File: src/sv/flr_pkg.sv
`timescale 1ns / 1ps
`default_nettype none
package flr_pkg;

   localparam int MAX_ORDER_DEF   = 32;
   localparam int SAMPLE_BITS_DEF = 32;
   localparam int COEF_W          = 16;
   localparam int COEF_DEPTH      = 32;
   localparam int COEF_AW         = $clog2(COEF_DEPTH);
   localparam int WORD_W          = 32;
   localparam int FIXED_MAX_ORDER = 4;

   localparam int CSR_IDX_W  = 2;
   localparam int CSR_DATA_W = 6;

   localparam logic [CSR_IDX_W-1:0] CSR_ORDER        = 2'd0;
   localparam logic [CSR_IDX_W-1:0] CSR_QUANT_SHIFT  = 2'd1;
   localparam logic [CSR_IDX_W-1:0] CSR_WASTED_SHIFT = 2'd2;
   localparam logic [CSR_IDX_W-1:0] CSR_FIXED_MODE   = 2'd3;

   localparam logic [1:0] OP_BEGIN  = 2'd0;
   localparam logic [1:0] OP_LOAD   = 2'd1;
   localparam logic [1:0] OP_SAMPLE = 2'd2;

   // Built-in coefficient rows of the fixed predictors, orders zero to four.
   function automatic logic signed [COEF_W-1:0] fixed_coef(input logic [2:0] ord,
                                                           input logic [1:0] tap);
      logic signed [COEF_W-1:0] c;
      c = '0;
      unique case (ord)
         3'd1: c = (tap == 2'd0) ? 16'sd1 : 16'sd0;
         3'd2: begin
            unique case (tap)
               2'd0: c = 16'sd2;
               2'd1: c = -16'sd1;
               default: c = 16'sd0;
            endcase
         end
         3'd3: begin
            unique case (tap)
               2'd0: c = 16'sd3;
               2'd1: c = -16'sd3;
               2'd2: c = 16'sd1;
               default: c = 16'sd0;
            endcase
         end
         3'd4: begin
            unique case (tap)
               2'd0: c = 16'sd4;
               2'd1: c = -16'sd6;
               2'd2: c = 16'sd4;
               default: c = -16'sd1;
            endcase
         end
         default: c = 16'sd0;
      endcase
      return c;
   endfunction

endpackage
`default_nettype wire

File: src/sv/flr_stream_if.sv
`timescale 1ns / 1ps
`default_nettype none
interface flr_req_if;
   logic                     valid;
   logic                     ready;
   logic [1:0]               opcode;
   logic [4:0]               coef_index;
   logic signed [31:0]       value;

   modport source (output valid, output opcode, output coef_index, output value,
                   input ready);
   modport sink (input valid, input opcode, input coef_index, input value,
                 output ready);
endinterface

interface flr_rsp_if;
   logic                     valid;
   logic                     ready;
   logic signed [31:0]       sample;

   modport source (output valid, output sample, input ready);
   modport sink (input valid, input sample, output ready);
endinterface
`default_nettype wire

File: src/sv/flac_lpc_sample_restorer.sv
// Restores the samples of one FLAC LPC or FIXED subframe channel. Each word on
// req_ch is a begin (clears the sample count), a coefficient load, a sample or a
// reserved word that is ignored; every sample word yields exactly one word on
// rsp_ch. The first 'order' samples of a subframe pass through as warm-up; later
// ones are residuals added to the prediction from one shared multiplier that
// walks the coefficient memory (or, in fixed mode, the built-in rows) and the
// circular history memory one tap per cycle. The result sits in an output
// register, so a new word is taken while a result waits. The configuration
// registers may only be written while the block is idle.
`timescale 1ns / 1ps
`default_nettype none
module flac_lpc_sample_restorer #(
   parameter int MAX_ORDER   = flr_pkg::MAX_ORDER_DEF,
   parameter int SAMPLE_BITS = flr_pkg::SAMPLE_BITS_DEF
) (
   input  wire logic                            clock,
   input  wire logic                            reset,
   flr_req_if.sink                              req_ch,
   flr_rsp_if.source                            rsp_ch,
   input  wire logic                            csr_we,
   input  wire logic [flr_pkg::CSR_IDX_W-1:0]   csr_index,
   input  wire logic [flr_pkg::CSR_DATA_W-1:0]  csr_wdata
);

   localparam int ORD_W   = $clog2(MAX_ORDER + 1);
   localparam int HIST_AW = $clog2(MAX_ORDER);
   localparam int PROD_W  = flr_pkg::COEF_W + SAMPLE_BITS;
   localparam int ACC_W   = PROD_W + $clog2(MAX_ORDER);
   localparam int CW      = flr_pkg::COEF_W;

   localparam logic [2:0] S_IDLE  = 3'd0;
   localparam logic [2:0] S_MAC   = 3'd1;
   localparam logic [2:0] S_SHIFT = 3'd2;
   localparam logic [2:0] S_ADD   = 3'd3;
   localparam logic [2:0] S_DONE  = 3'd4;

   logic [2:0]                    state_ff, state_in;
   logic [5:0]                    order_ff, order_in;
   logic [3:0]                    qshift_ff, qshift_in;
   logic [4:0]                    wshift_ff, wshift_in;
   logic                          fixed_ff, fixed_in;
   logic [ORD_W-1:0]              ord_ff, ord_in;
   logic signed [31:0]            val_ff, val_in;
   logic [ORD_W-1:0]              issue_ff, issue_in;
   logic [HIST_AW-1:0]            rd_ptr_ff, rd_ptr_in;
   logic [HIST_AW-1:0]            head_ff, head_in;
   logic                          rd_vld_ff, rd_vld_in;
   logic [ORD_W-1:0]              tap_ff, tap_in;
   logic                          prod_vld_ff, prod_vld_in;
   logic signed [PROD_W-1:0]      prod_ff, prod_in;
   logic signed [ACC_W-1:0]       acc_ff, acc_in;
   logic signed [SAMPLE_BITS-1:0] restored_ff, restored_in;
   logic [15:0]                   cnt_ff, cnt_in;
   logic                          rsp_valid_ff, rsp_valid_in;
   logic [31:0]                   rsp_sample_ff, rsp_sample_in;

   logic signed [SAMPLE_BITS-1:0] hist_mem [MAX_ORDER];
   logic signed [SAMPLE_BITS-1:0] hist_rdata_ff;
   logic signed [CW-1:0]          coef_mem [flr_pkg::COEF_DEPTH];
   logic signed [CW-1:0]          coef_rdata_ff;

   logic                          hist_we;
   logic                          coef_we;
   logic                          req_accept;
   logic [5:0]                    ord_lim;
   logic [ORD_W-1:0]              eff_ord;
   logic signed [CW-1:0]          coef_sel;
   logic signed [ACC_W-1:0]       val_ext;

   assign req_ch.ready  = (state_ff == S_IDLE);
   assign req_accept    = req_ch.valid && req_ch.ready;
   assign rsp_ch.valid  = rsp_valid_ff;
   assign rsp_ch.sample = rsp_sample_ff;

   always_comb begin
      ord_lim = order_ff;
      if (ord_lim > 6'(MAX_ORDER)) begin
         ord_lim = 6'(MAX_ORDER);
      end
      if (fixed_ff && (ord_lim > 6'(flr_pkg::FIXED_MAX_ORDER))) begin
         ord_lim = 6'(flr_pkg::FIXED_MAX_ORDER);
      end
      eff_ord = ORD_W'(ord_lim);
   end

   assign coef_sel = fixed_ff ? flr_pkg::fixed_coef(3'(ord_ff), 2'(tap_ff)) : coef_rdata_ff;
   assign val_ext  = ACC_W'(val_ff);

   always_comb begin
      state_in      = state_ff;
      order_in      = order_ff;
      qshift_in     = qshift_ff;
      wshift_in     = wshift_ff;
      fixed_in      = fixed_ff;
      ord_in        = ord_ff;
      val_in        = val_ff;
      issue_in      = issue_ff;
      rd_ptr_in     = rd_ptr_ff;
      head_in       = head_ff;
      rd_vld_in     = 1'b0;
      tap_in        = tap_ff;
      prod_vld_in   = rd_vld_ff;
      prod_in       = PROD_W'(coef_sel) * PROD_W'(hist_rdata_ff);
      acc_in        = prod_vld_ff ? (acc_ff + ACC_W'(prod_ff)) : acc_ff;
      restored_in   = restored_ff;
      cnt_in        = cnt_ff;
      rsp_valid_in  = rsp_valid_ff && !rsp_ch.ready;
      rsp_sample_in = rsp_sample_ff;
      hist_we       = 1'b0;
      coef_we       = 1'b0;

      if (csr_we) begin
         unique case (csr_index)
            flr_pkg::CSR_ORDER:        order_in  = csr_wdata;
            flr_pkg::CSR_QUANT_SHIFT:  qshift_in = csr_wdata[3:0];
            flr_pkg::CSR_WASTED_SHIFT: wshift_in = csr_wdata[4:0];
            flr_pkg::CSR_FIXED_MODE:   fixed_in  = csr_wdata[0];
         endcase
      end

      unique case (state_ff)
         S_IDLE: begin
            if (req_accept) begin
               unique case (req_ch.opcode)
                  flr_pkg::OP_BEGIN: cnt_in = '0;
                  flr_pkg::OP_LOAD:  coef_we = 1'b1;
                  flr_pkg::OP_SAMPLE: begin
                     val_in    = req_ch.value;
                     ord_in    = eff_ord;
                     acc_in    = '0;
                     issue_in  = '0;
                     rd_ptr_in = (head_ff == '0) ? HIST_AW'(MAX_ORDER - 1) : head_ff - 1'b1;
                     if (cnt_ff < 16'(eff_ord)) begin
                        restored_in = SAMPLE_BITS'(ACC_W'(req_ch.value));
                        state_in    = S_DONE;
                     end else begin
                        state_in = S_MAC;
                     end
                  end
                  default: ;
               endcase
            end
         end
         S_MAC: begin
            if (issue_ff != ord_ff) begin
               rd_vld_in = 1'b1;
               tap_in    = issue_ff;
               issue_in  = issue_ff + 1'b1;
               rd_ptr_in = (rd_ptr_ff == '0) ? HIST_AW'(MAX_ORDER - 1) : rd_ptr_ff - 1'b1;
            end else if (!rd_vld_ff && !prod_vld_ff) begin
               state_in = S_SHIFT;
            end
         end
         S_SHIFT: begin
            acc_in   = fixed_ff ? acc_ff : (acc_ff >>> qshift_ff);
            state_in = S_ADD;
         end
         S_ADD: begin
            restored_in = SAMPLE_BITS'(acc_ff) + SAMPLE_BITS'(val_ext);
            state_in    = S_DONE;
         end
         S_DONE: begin
            if (!rsp_valid_ff || rsp_ch.ready) begin
               hist_we       = 1'b1;
               head_in       = (head_ff == HIST_AW'(MAX_ORDER - 1)) ? '0 : head_ff + 1'b1;
               cnt_in        = (cnt_ff == 16'hFFFF) ? cnt_ff : cnt_ff + 1'b1;
               rsp_valid_in  = 1'b1;
               rsp_sample_in = 32'(restored_ff) << wshift_ff;
               state_in      = S_IDLE;
            end
         end
         default: state_in = S_IDLE;
      endcase
   end

   always_ff @(posedge clock) begin
      if (reset) begin
         state_ff     <= S_IDLE;
         order_ff     <= '0;
         qshift_ff    <= '0;
         wshift_ff    <= '0;
         fixed_ff     <= 1'b0;
         head_ff      <= '0;
         rd_vld_ff    <= 1'b0;
         prod_vld_ff  <= 1'b0;
         cnt_ff       <= '0;
         rsp_valid_ff <= 1'b0;
      end else begin
         state_ff     <= state_in;
         order_ff     <= order_in;
         qshift_ff    <= qshift_in;
         wshift_ff    <= wshift_in;
         fixed_ff     <= fixed_in;
         head_ff      <= head_in;
         rd_vld_ff    <= rd_vld_in;
         prod_vld_ff  <= prod_vld_in;
         cnt_ff       <= cnt_in;
         rsp_valid_ff <= rsp_valid_in;
      end
   end

   always_ff @(posedge clock) begin
      ord_ff        <= ord_in;
      val_ff        <= val_in;
      issue_ff      <= issue_in;
      rd_ptr_ff     <= rd_ptr_in;
      tap_ff        <= tap_in;
      prod_ff       <= prod_in;
      acc_ff        <= acc_in;
      restored_ff   <= restored_in;
      rsp_sample_ff <= rsp_sample_in;
   end

   always_ff @(posedge clock) begin
      if (hist_we) begin
         hist_mem[head_ff] <= restored_ff;
      end
      hist_rdata_ff <= hist_mem[rd_ptr_ff];
   end

   always_ff @(posedge clock) begin
      if (coef_we) begin
         coef_mem[req_ch.coef_index] <= req_ch.value[CW-1:0];
      end
      coef_rdata_ff <= coef_mem[flr_pkg::COEF_AW'(issue_ff)];
   end

`ifndef ASSERT_OFF
   a_mac_drained: assert property (@(posedge clock) disable iff (reset)
      (state_ff == S_MAC && state_in == S_SHIFT) |->
         (!rd_vld_ff && !prod_vld_ff && issue_ff == ord_ff))
      else $error("prediction pass left the multiply pipeline busy");

   a_warmup_direct: assert property (@(posedge clock) disable iff (reset)
      (req_accept && req_ch.opcode == flr_pkg::OP_SAMPLE && cnt_ff < 16'(eff_ord))
         |=> (state_ff == S_DONE))
      else $error("warm-up sample did not pass straight to the output stage");

   a_hist_write_loads_rsp: assert property (@(posedge clock) disable iff (reset)
      hist_we |=> (rsp_valid_ff && state_ff == S_IDLE))
      else $error("history write without a result word");
`endif

endmodule
`default_nettype wire

File: src/flat_wrapper.sv
// flat-port wrapper written by rule: the top's interface ports become plain ports
module flac_lpc_sample_restorer_flat 
#(
   parameter int MAX_ORDER   = flr_pkg::MAX_ORDER_DEF,
   parameter int SAMPLE_BITS = flr_pkg::SAMPLE_BITS_DEF
)
  (clock, reset, csr_we, csr_index, csr_wdata, req_ch_valid, req_ch_opcode, req_ch_coef_index, req_ch_value, req_ch_ready, rsp_ch_valid, rsp_ch_sample, rsp_ch_ready);
  flr_req_if req_ch_i ();
  flr_rsp_if rsp_ch_i ();
  input  wire logic clock;
  input  wire logic reset;
  input  wire logic csr_we;
  input  wire logic [flr_pkg::CSR_IDX_W-1:0] csr_index;
  input  wire logic [flr_pkg::CSR_DATA_W-1:0] csr_wdata;
  input wire logic [$bits(req_ch_i.valid)-1:0] req_ch_valid;
  input wire logic [$bits(req_ch_i.opcode)-1:0] req_ch_opcode;
  input wire logic [$bits(req_ch_i.coef_index)-1:0] req_ch_coef_index;
  input wire logic [$bits(req_ch_i.value)-1:0] req_ch_value;
  output wire logic [$bits(req_ch_i.ready)-1:0] req_ch_ready;
  output wire logic [$bits(rsp_ch_i.valid)-1:0] rsp_ch_valid;
  output wire logic [$bits(rsp_ch_i.sample)-1:0] rsp_ch_sample;
  input wire logic [$bits(rsp_ch_i.ready)-1:0] rsp_ch_ready;
  assign req_ch_i.valid = req_ch_valid;
  assign req_ch_i.opcode = req_ch_opcode;
  assign req_ch_i.coef_index = req_ch_coef_index;
  assign req_ch_i.value = req_ch_value;
  assign req_ch_ready = req_ch_i.ready;
  assign rsp_ch_valid = rsp_ch_i.valid;
  assign rsp_ch_sample = rsp_ch_i.sample;
  assign rsp_ch_i.ready = rsp_ch_ready;
  flac_lpc_sample_restorer #(.MAX_ORDER(MAX_ORDER), .SAMPLE_BITS(SAMPLE_BITS)) u_core (.clock(clock), .reset(reset), .req_ch(req_ch_i), .rsp_ch(rsp_ch_i), .csr_we(csr_we), .csr_index(csr_index), .csr_wdata(csr_wdata));
endmodule
File: config.mk
export PLATFORM = sky130hd
export DESIGN_NAME = flac_lpc_sample_restorer_flat
export DESIGN_NICKNAME = d
export VERILOG_FILES = /design/src/sv/flr_pkg.sv /design/src/sv/flr_stream_if.sv /design/src/sv/flac_lpc_sample_restorer.sv /design/src/flat_wrapper.sv
export SDC_FILE = /design/constraint.sdc
export NUM_CORES = 2
export LEC_CHECK = 0
export BUFFER_PORTS_ARGS = -buffer_cell sky130_fd_sc_hd__buf_2
export CELL_PAD_IN_SITES_DETAIL_PLACEMENT = 1
export CELL_PAD_IN_SITES_GLOBAL_PLACEMENT = 2
export CORE_MARGIN = 4
export CORE_UTILIZATION = 40
export DETAILED_ROUTE_END_ITERATION = 8
export MAX_ROUTING_LAYER = met4
export PLACE_DENSITY_LB_ADDON = 0.12
export SLEW_MARGIN = 10
export SYNTH_ARGS = -nofsm -noshare
export SYNTH_HDL_FRONTEND = slang
export SYNTH_SLANG_ARGS = --single-unit
export TNS_END_PERCENT = 100
File: constraint.sdc
create_clock -name clock -period 14.1 [get_ports clock]
set_clock_uncertainty 0.1 [all_clocks]
set_input_delay 2.115 -clock clock [delete_from_list [all_inputs] [get_ports clock]]
set_output_delay 2.115 -clock clock [all_outputs]
set_load 0.02 [all_outputs]
Yosys cells after proc, flatten, opt, wreduce, memory -nomap -nowiden
Memory sizes are Yosys's and may differ from the RTL's. A register that Yosys moved wholly into a read port is not among the register bits.
Index checks and enable logic that the tools add are counted.
Widths: inputs -> output; s select.
Operators by class
  $add $sub $neg: 7
  $mul: 1
  $lt $le $gt $ge: 3
  equality and inequality tests: 28
  shift operators: 2
  muxes and demuxes: 52
  bitwise logic cells: 1
  reduce and logical (&&, ||, !) cells: 31
Operators by type and width (count)
  $mux 53: 4
  $pmux 53 s2: 1
  $mux 32: 3
  $pmux 16 s2: 3
  $mux 16: 5
  $pmux 16 s4: 1
  $pmux 32 s2: 1
  $add 53x48->53: 1
  $sshr 53x4->53: 1
  $mul 16x32->48: 1
  $pmux 16 s3: 1
  $add 32x32->32: 1
  $shl 32x5->32: 1
  $mux 5: 6
  $mux 6: 5
  $mux 3: 6
  $add 16x1->16 const B: 1
  $eq 16x16->1 const B: 1
  $lt 16x6->1: 1
  $pmux 3 s5: 1
  $ne 2x2->1 const B: 7
  $mux 1: 13
  $eq 3x2->1 const B: 4
  $pmux 6 s2: 1
  26 further kinds: 55
Word-level totals
  flip-flop bits (word level): 259
  RAM bits: 1536
  input bits: 52
  output and inout bits: 34
  word-level logic and storage cells: 146
  memories: 2
Memory list
  u_core.hist_mem: depth 32, bits a word 32, rd ports 1, clocked after memory_dff 1, write ports 1, line flac_lpc_sample_restorer.sv:57  | logic signed [SAMPLE_BITS-1:0] hist_mem [MAX_ORDER];
  u_core.coef_mem: depth 32, bits a word 16, rd ports 1, clocked after memory_dff 1, write ports 1, line flac_lpc_sample_restorer.sv:59  | logic signed [CW-1:0] coef_mem [flr_pkg::COEF_DEPTH];

Logic depth before layout (Yosys ltp)
  word-level depth: 10
  depth in mapped cells: 33
  mapped depth without buffers: 31

Least setup slack after synthesis
Ideal clock, no wire load.
  path kind: reg2reg
  start: reg u_core.ord_ff[0]
  end: reg u_core.prod_ff[45]
  setup time: 72 ps
  arrival: 7542 ps
  required time: 13928 ps
  setup slack: 6386 ps
  stages on the path, launching flop included: 33
  path buffers: 2
  period minus slack after synthesis: 7714 ps
  path through: edfxtp_1 > nor3b_1 > o21ai_0 > nand2_1 > clkbuf_1 > o21a_1 > clkbuf_1 > nand2_1 > fa_1 > inv_1 > fa_1 > inv_1 > fa_1 > inv_1 > fa_1 > fa_1 > inv_1 > fa_1 > inv_1 > ha_1 > a21oi_1 > o21ai_0 > a221oi_1 > o21ai_1 > nand2_1 > o41ai_2 > a221o_1 > a21o_1 > a21o_1 > a21o_1 > a31o_1 > a21oi_2 > xnor2_1
On the way
  cells in the longest elaborated chain, start to end: 4
  elaborated cells on any way between the ends: 7
  those cells by class: mul: 1; eq/ne: 4; mux: 2
Ends and longest elaborated chain
  start: declaration: line flac_lpc_sample_restorer.sv:42  | logic [ORD_W-1:0] ord_ff, ord_in;
  start signal: assignment: line flac_lpc_sample_restorer.sv:203  | ord_ff <= ord_in;
  $eq 3x3->1 (tied with other cells): line flr_pkg.sv:30  | unique case (ord)
  $pmux 16 s4 *: line flr_pkg.sv:30
  $mux 16 *: line flac_lpc_sample_restorer.sv:86  | assign coef_sel = fixed_ff ? flr_pkg::fixed_coef(3'(ord_ff), 2'(tap_ff)) : coef_rdata_ff;
  $mul 16x32->48 *: line flac_lpc_sample_restorer.sv:103  | prod_in = PROD_W'(coef_sel) * PROD_W'(hist_rdata_ff);
  net u_core.prod_in[45]: line flac_lpc_sample_restorer.sv:50  | logic signed [PROD_W-1:0] prod_ff, prod_in;
  end signal: assignment: line flac_lpc_sample_restorer.sv:208  | prod_ff <= prod_in;
  end: declaration: line flac_lpc_sample_restorer.sv:50
The timed path passes the listed nets; every way through them passes the cells marked *.
A chain may end at the register's enable or synchronous reset.

Worst setup path in the final report
  start: reg u_core.ord_ff[0]
  end: reg u_core.prod_ff[47]
Same word-level chain as after synthesis.

==> reports/summary.txt <==
Seq/Total Area, Yosys: 56.94%
largest net degree at the start of global routing: 133
die area: 244,700 um2
RSZ-0062 raised after global routing: no
R2R Path End: u_core.prod_ff[47]$_DFF_P_
max_cap viols: 0
startpoint types: flip-flop
fin crit period: 8689 ps
reg2reg setup slack: 5410 ps
Layout Cells excl Fill: 9,620
post-synthesis async set-or-reset flop share: 0%
Max-slew headroom: 15.66%
Crit Path Category: reg2reg
clock sink count: 1,843
CP max FO: 32
global-route wire length before repair: 413,800 um
placed cell count: 9,264
nets@finish: 7,056
Tcrit/Tclk final: 61.62%
Die W: 494.7 um
WL per Instance: 29.35 um
Least-Margin Pin Slew: 1265 ps
crit path launch: u_core.ord_ff[0]$_DFFE_PP_
PostCTS Resize Cnt: 0
max incr delay on CP: 530 ps
Critical Path RT: 14,670 ps
Worst path most repeated cell: fa_1
PortBufs: 85
final hold slack: 377.8 ps
Hold Path Depth: 1
Final setup viols: 0
CTS tree: yes
Worst R2R Path Depth: 30
Yosys reg bits: 1,843
post-cts hold buffer count: 0
Detail Placement HPWL: 181,800 um
total gr overflow: 0
Hold Startpoint: u_core.prod_vld_in$_SDFF_PP0_
Initial Util: 40.25%
slowest cell on the critical path: fa_1
synthesized cell area: 94,750 um2
ANT nets after route: 0
initial antenna violation count: 23
finished layout cell area: 105,900 um2
status: complete, no violations
GP Congestion: 0.8021
clock slew at reported path FFs: 60 ps
RR Startpoint: u_core.ord_ff[0]$_DFFE_PP_
Worst Hold Class: reg2reg
I/O pins: 86
Arr. time, crit path: 9260 ps
Via density: 5.549
die height: 494.7 um
final slew viol count: 0
number of flops mapped to enable cells by yosys: 1,704
clock latency on the worst-skew pair: 860 ps
TNS Setup: 0 ps
Via Count: 53.38k
Hold Path Sink: u_core.prod_vld_ff$_SDFF_PP0_
share of cells above drive strength 1: 18.82%
DRC violations left: 0
H-tree Lvls: 4
DRT iter0 DRCs: 4,657
vias in the first global route: 58.00k
Unique masters post-synth: 80
Synth Flop Type: edfxtp_1
post-CTS setup buffers: 0
GRT Resource Usage Total: 24.00%
cells after synthesis: 6,166
Clock Tree Buf Depth: 3
row count: 178
first-pass iteration count of the detailed router: 5
Root Buffer: clkbuf_16
Num CTS Buffers: 188
Syn-to-layout area delta: 11.76%
Final Hold Viols: 0
Core Region: 235,400 um2
Peak Freq: 0.1151 GHz
CP Capture Type: flip-flop
routed wire length: 282,400 um
syn_nets: 6,917
post-synthesis area per instance: 15.37 um2
Post-Place Cell Area: 99,620 um2
Synth warnings: 0
-- cell usage in the layout (no fill, tap or decap), types with 185 or more instances in the layout --
master,Yosys,routed
nand2_1,466,464
fa_1,489,489
nor2_1,246,209
inv_1,596,595
clkbuf_16,0,189
a21oi_1,190,190
edfxtp_1,1704,1704
mux4_2,528,528
ha_1,210,210
and2_1,185,185
-- per-stage QoR --
step | setup WS [ps] | util (%)
after floorplan | 6386 | -
after CTS | 5406 | 44.97
after detailed placement | 5468 | 42.32
final | 5411 | 44.98
after global placement | 5497 | 42.32
after global routing | 4744 | 44.98
-- cells in the mapped netlist, types with 86 or more instances --
cell / count / share of area (%)
edfxtp_1: 1704 / 54
inv_1: 596 / 2.4
mux4_2: 528 / 13
fa_1: 489 / 10
nand2_1: 466 / 1.8
nor2_1: 246 / 0.97
clkbuf_1: 233 / 0.92
ha_1: 210 / 2.8
a21oi_1: 190 / 1.0
and2_1: 185 / 1.2
o21ai_0: 171 / 0.90
dfxtp_1: 139 / 2.9
mux2i_1: 123 / 1.3
nor2b_1: 118 / 0.78
a21o_1: 86 / 0.68
-- final cells by class --
cell class / instances / area (um2)
tap: 3150 / 3941
inverter: 599 / 2253
clock inverter: 111 / 1236
antenna: 3 / 7.507
clock buffer: 241 / 5005
sequential: 1843 / 53960
timing repair buffer: 256 / 1779
multi-input combinational: 3417 / 37710
fill: 23010 / 129500
-- layer usage --
| metal | share of wire, % | vias to the layer above | track usage [%] |
|---|---|---|---|
| met3 | 4.5 | 279 | 2.672 |
| met5 | 0 | - | - |
| li1 | - | 22860 | - |
| met4 | 1.8 | 0 | 4.701 |
| met1 | 45 | 28940 | 33.61 |
| met2 | 49 | 1307 | 38.44 |
-- worst max path at each step --
| stage | end | slack [ps] |
|---|---|---|
| 2_1_floorplan | u_core.prod_ff[45]$_DFF_P_ | 6390 |
| 3_3_place_gp | u_core.prod_ff[47]$_DFF_P_ | 5500 |
| 3_5_place_dp | u_core.prod_ff[47]$_DFF_P_ | 5470 |
| 4_1_cts | u_core.prod_ff[47]$_DFF_P_ | 5410 |
| 5_1_grt | u_core.prod_ff[47]$_DFF_P_ | 4740 |
| 6_report | u_core.prod_ff[47]$_DFF_P_ | 5410 |
-- sequential cells by signal, summed over array words and instances, names as in the netlist --
| register | count |
|---|---|
| u_core.acc_ff | 53 |
| u_core.qshift_ff | 4 |
| u_core.coef_mem | 512 |
| u_core.rsp_ch.sample | 32 |
| u_core.restored_ff | 32 |
| u_core.rsp_ch.valid | 1 |
| u_core.coef_rdata_ff | 16 |
| u_core.prod_ff | 48 |
| u_core.order_ff | 6 |
| u_core.hist_mem | 1024 |
| u_core.fixed_ff | 1 |
| u_core.val_ff | 32 |
| u_core.issue_ff | 6 |
| u_core.hist_rdata_ff | 32 |
| u_core.prod_vld_in | 1 |
| u_core.cnt_ff | 16 |
| u_core.rd_ptr_ff | 5 |
| u_core.ord_ff | 6 |
| u_core.state_ff | 3 |
| u_core.head_ff | 5 |
| u_core.wshift_ff | 5 |
| u_core.tap_ff | 2 |
| u_core.prod_vld_ff | 1 |
-- kinds of logic (layout without fill, tap and decap cells) --
family                   count (synthesis)  in the layout  synth area share, %
AO/OA/AOI/OAI                          647            647                4.227
XOR/XNOR                               154            154                1.424
adder cells (fa/ha/maj)                699            699                13.11
buffers and inverters                  906           1207                3.593
flip-flops                            1843           1843                56.94
multiplexers                           726            726                14.74
other                                    0              3                    0
AND/OR/NAND/NOR                       1191           1191                5.965
-- critical path, delay by kind of cell (launching register included) --
kind                     cells  cell delay (ps)
AND/OR/NAND/NOR              5             1360
buffers and inverters        5              700
XOR/XNOR                     1              100
adder cells (fa/ha/maj)      7             3260
AO/OA/AOI/OAI               12             2470
flip-flops                   1              460
Power is not shown: default switching activity piles up to over one toggle a cycle in this logic, so the estimate is an artifact.
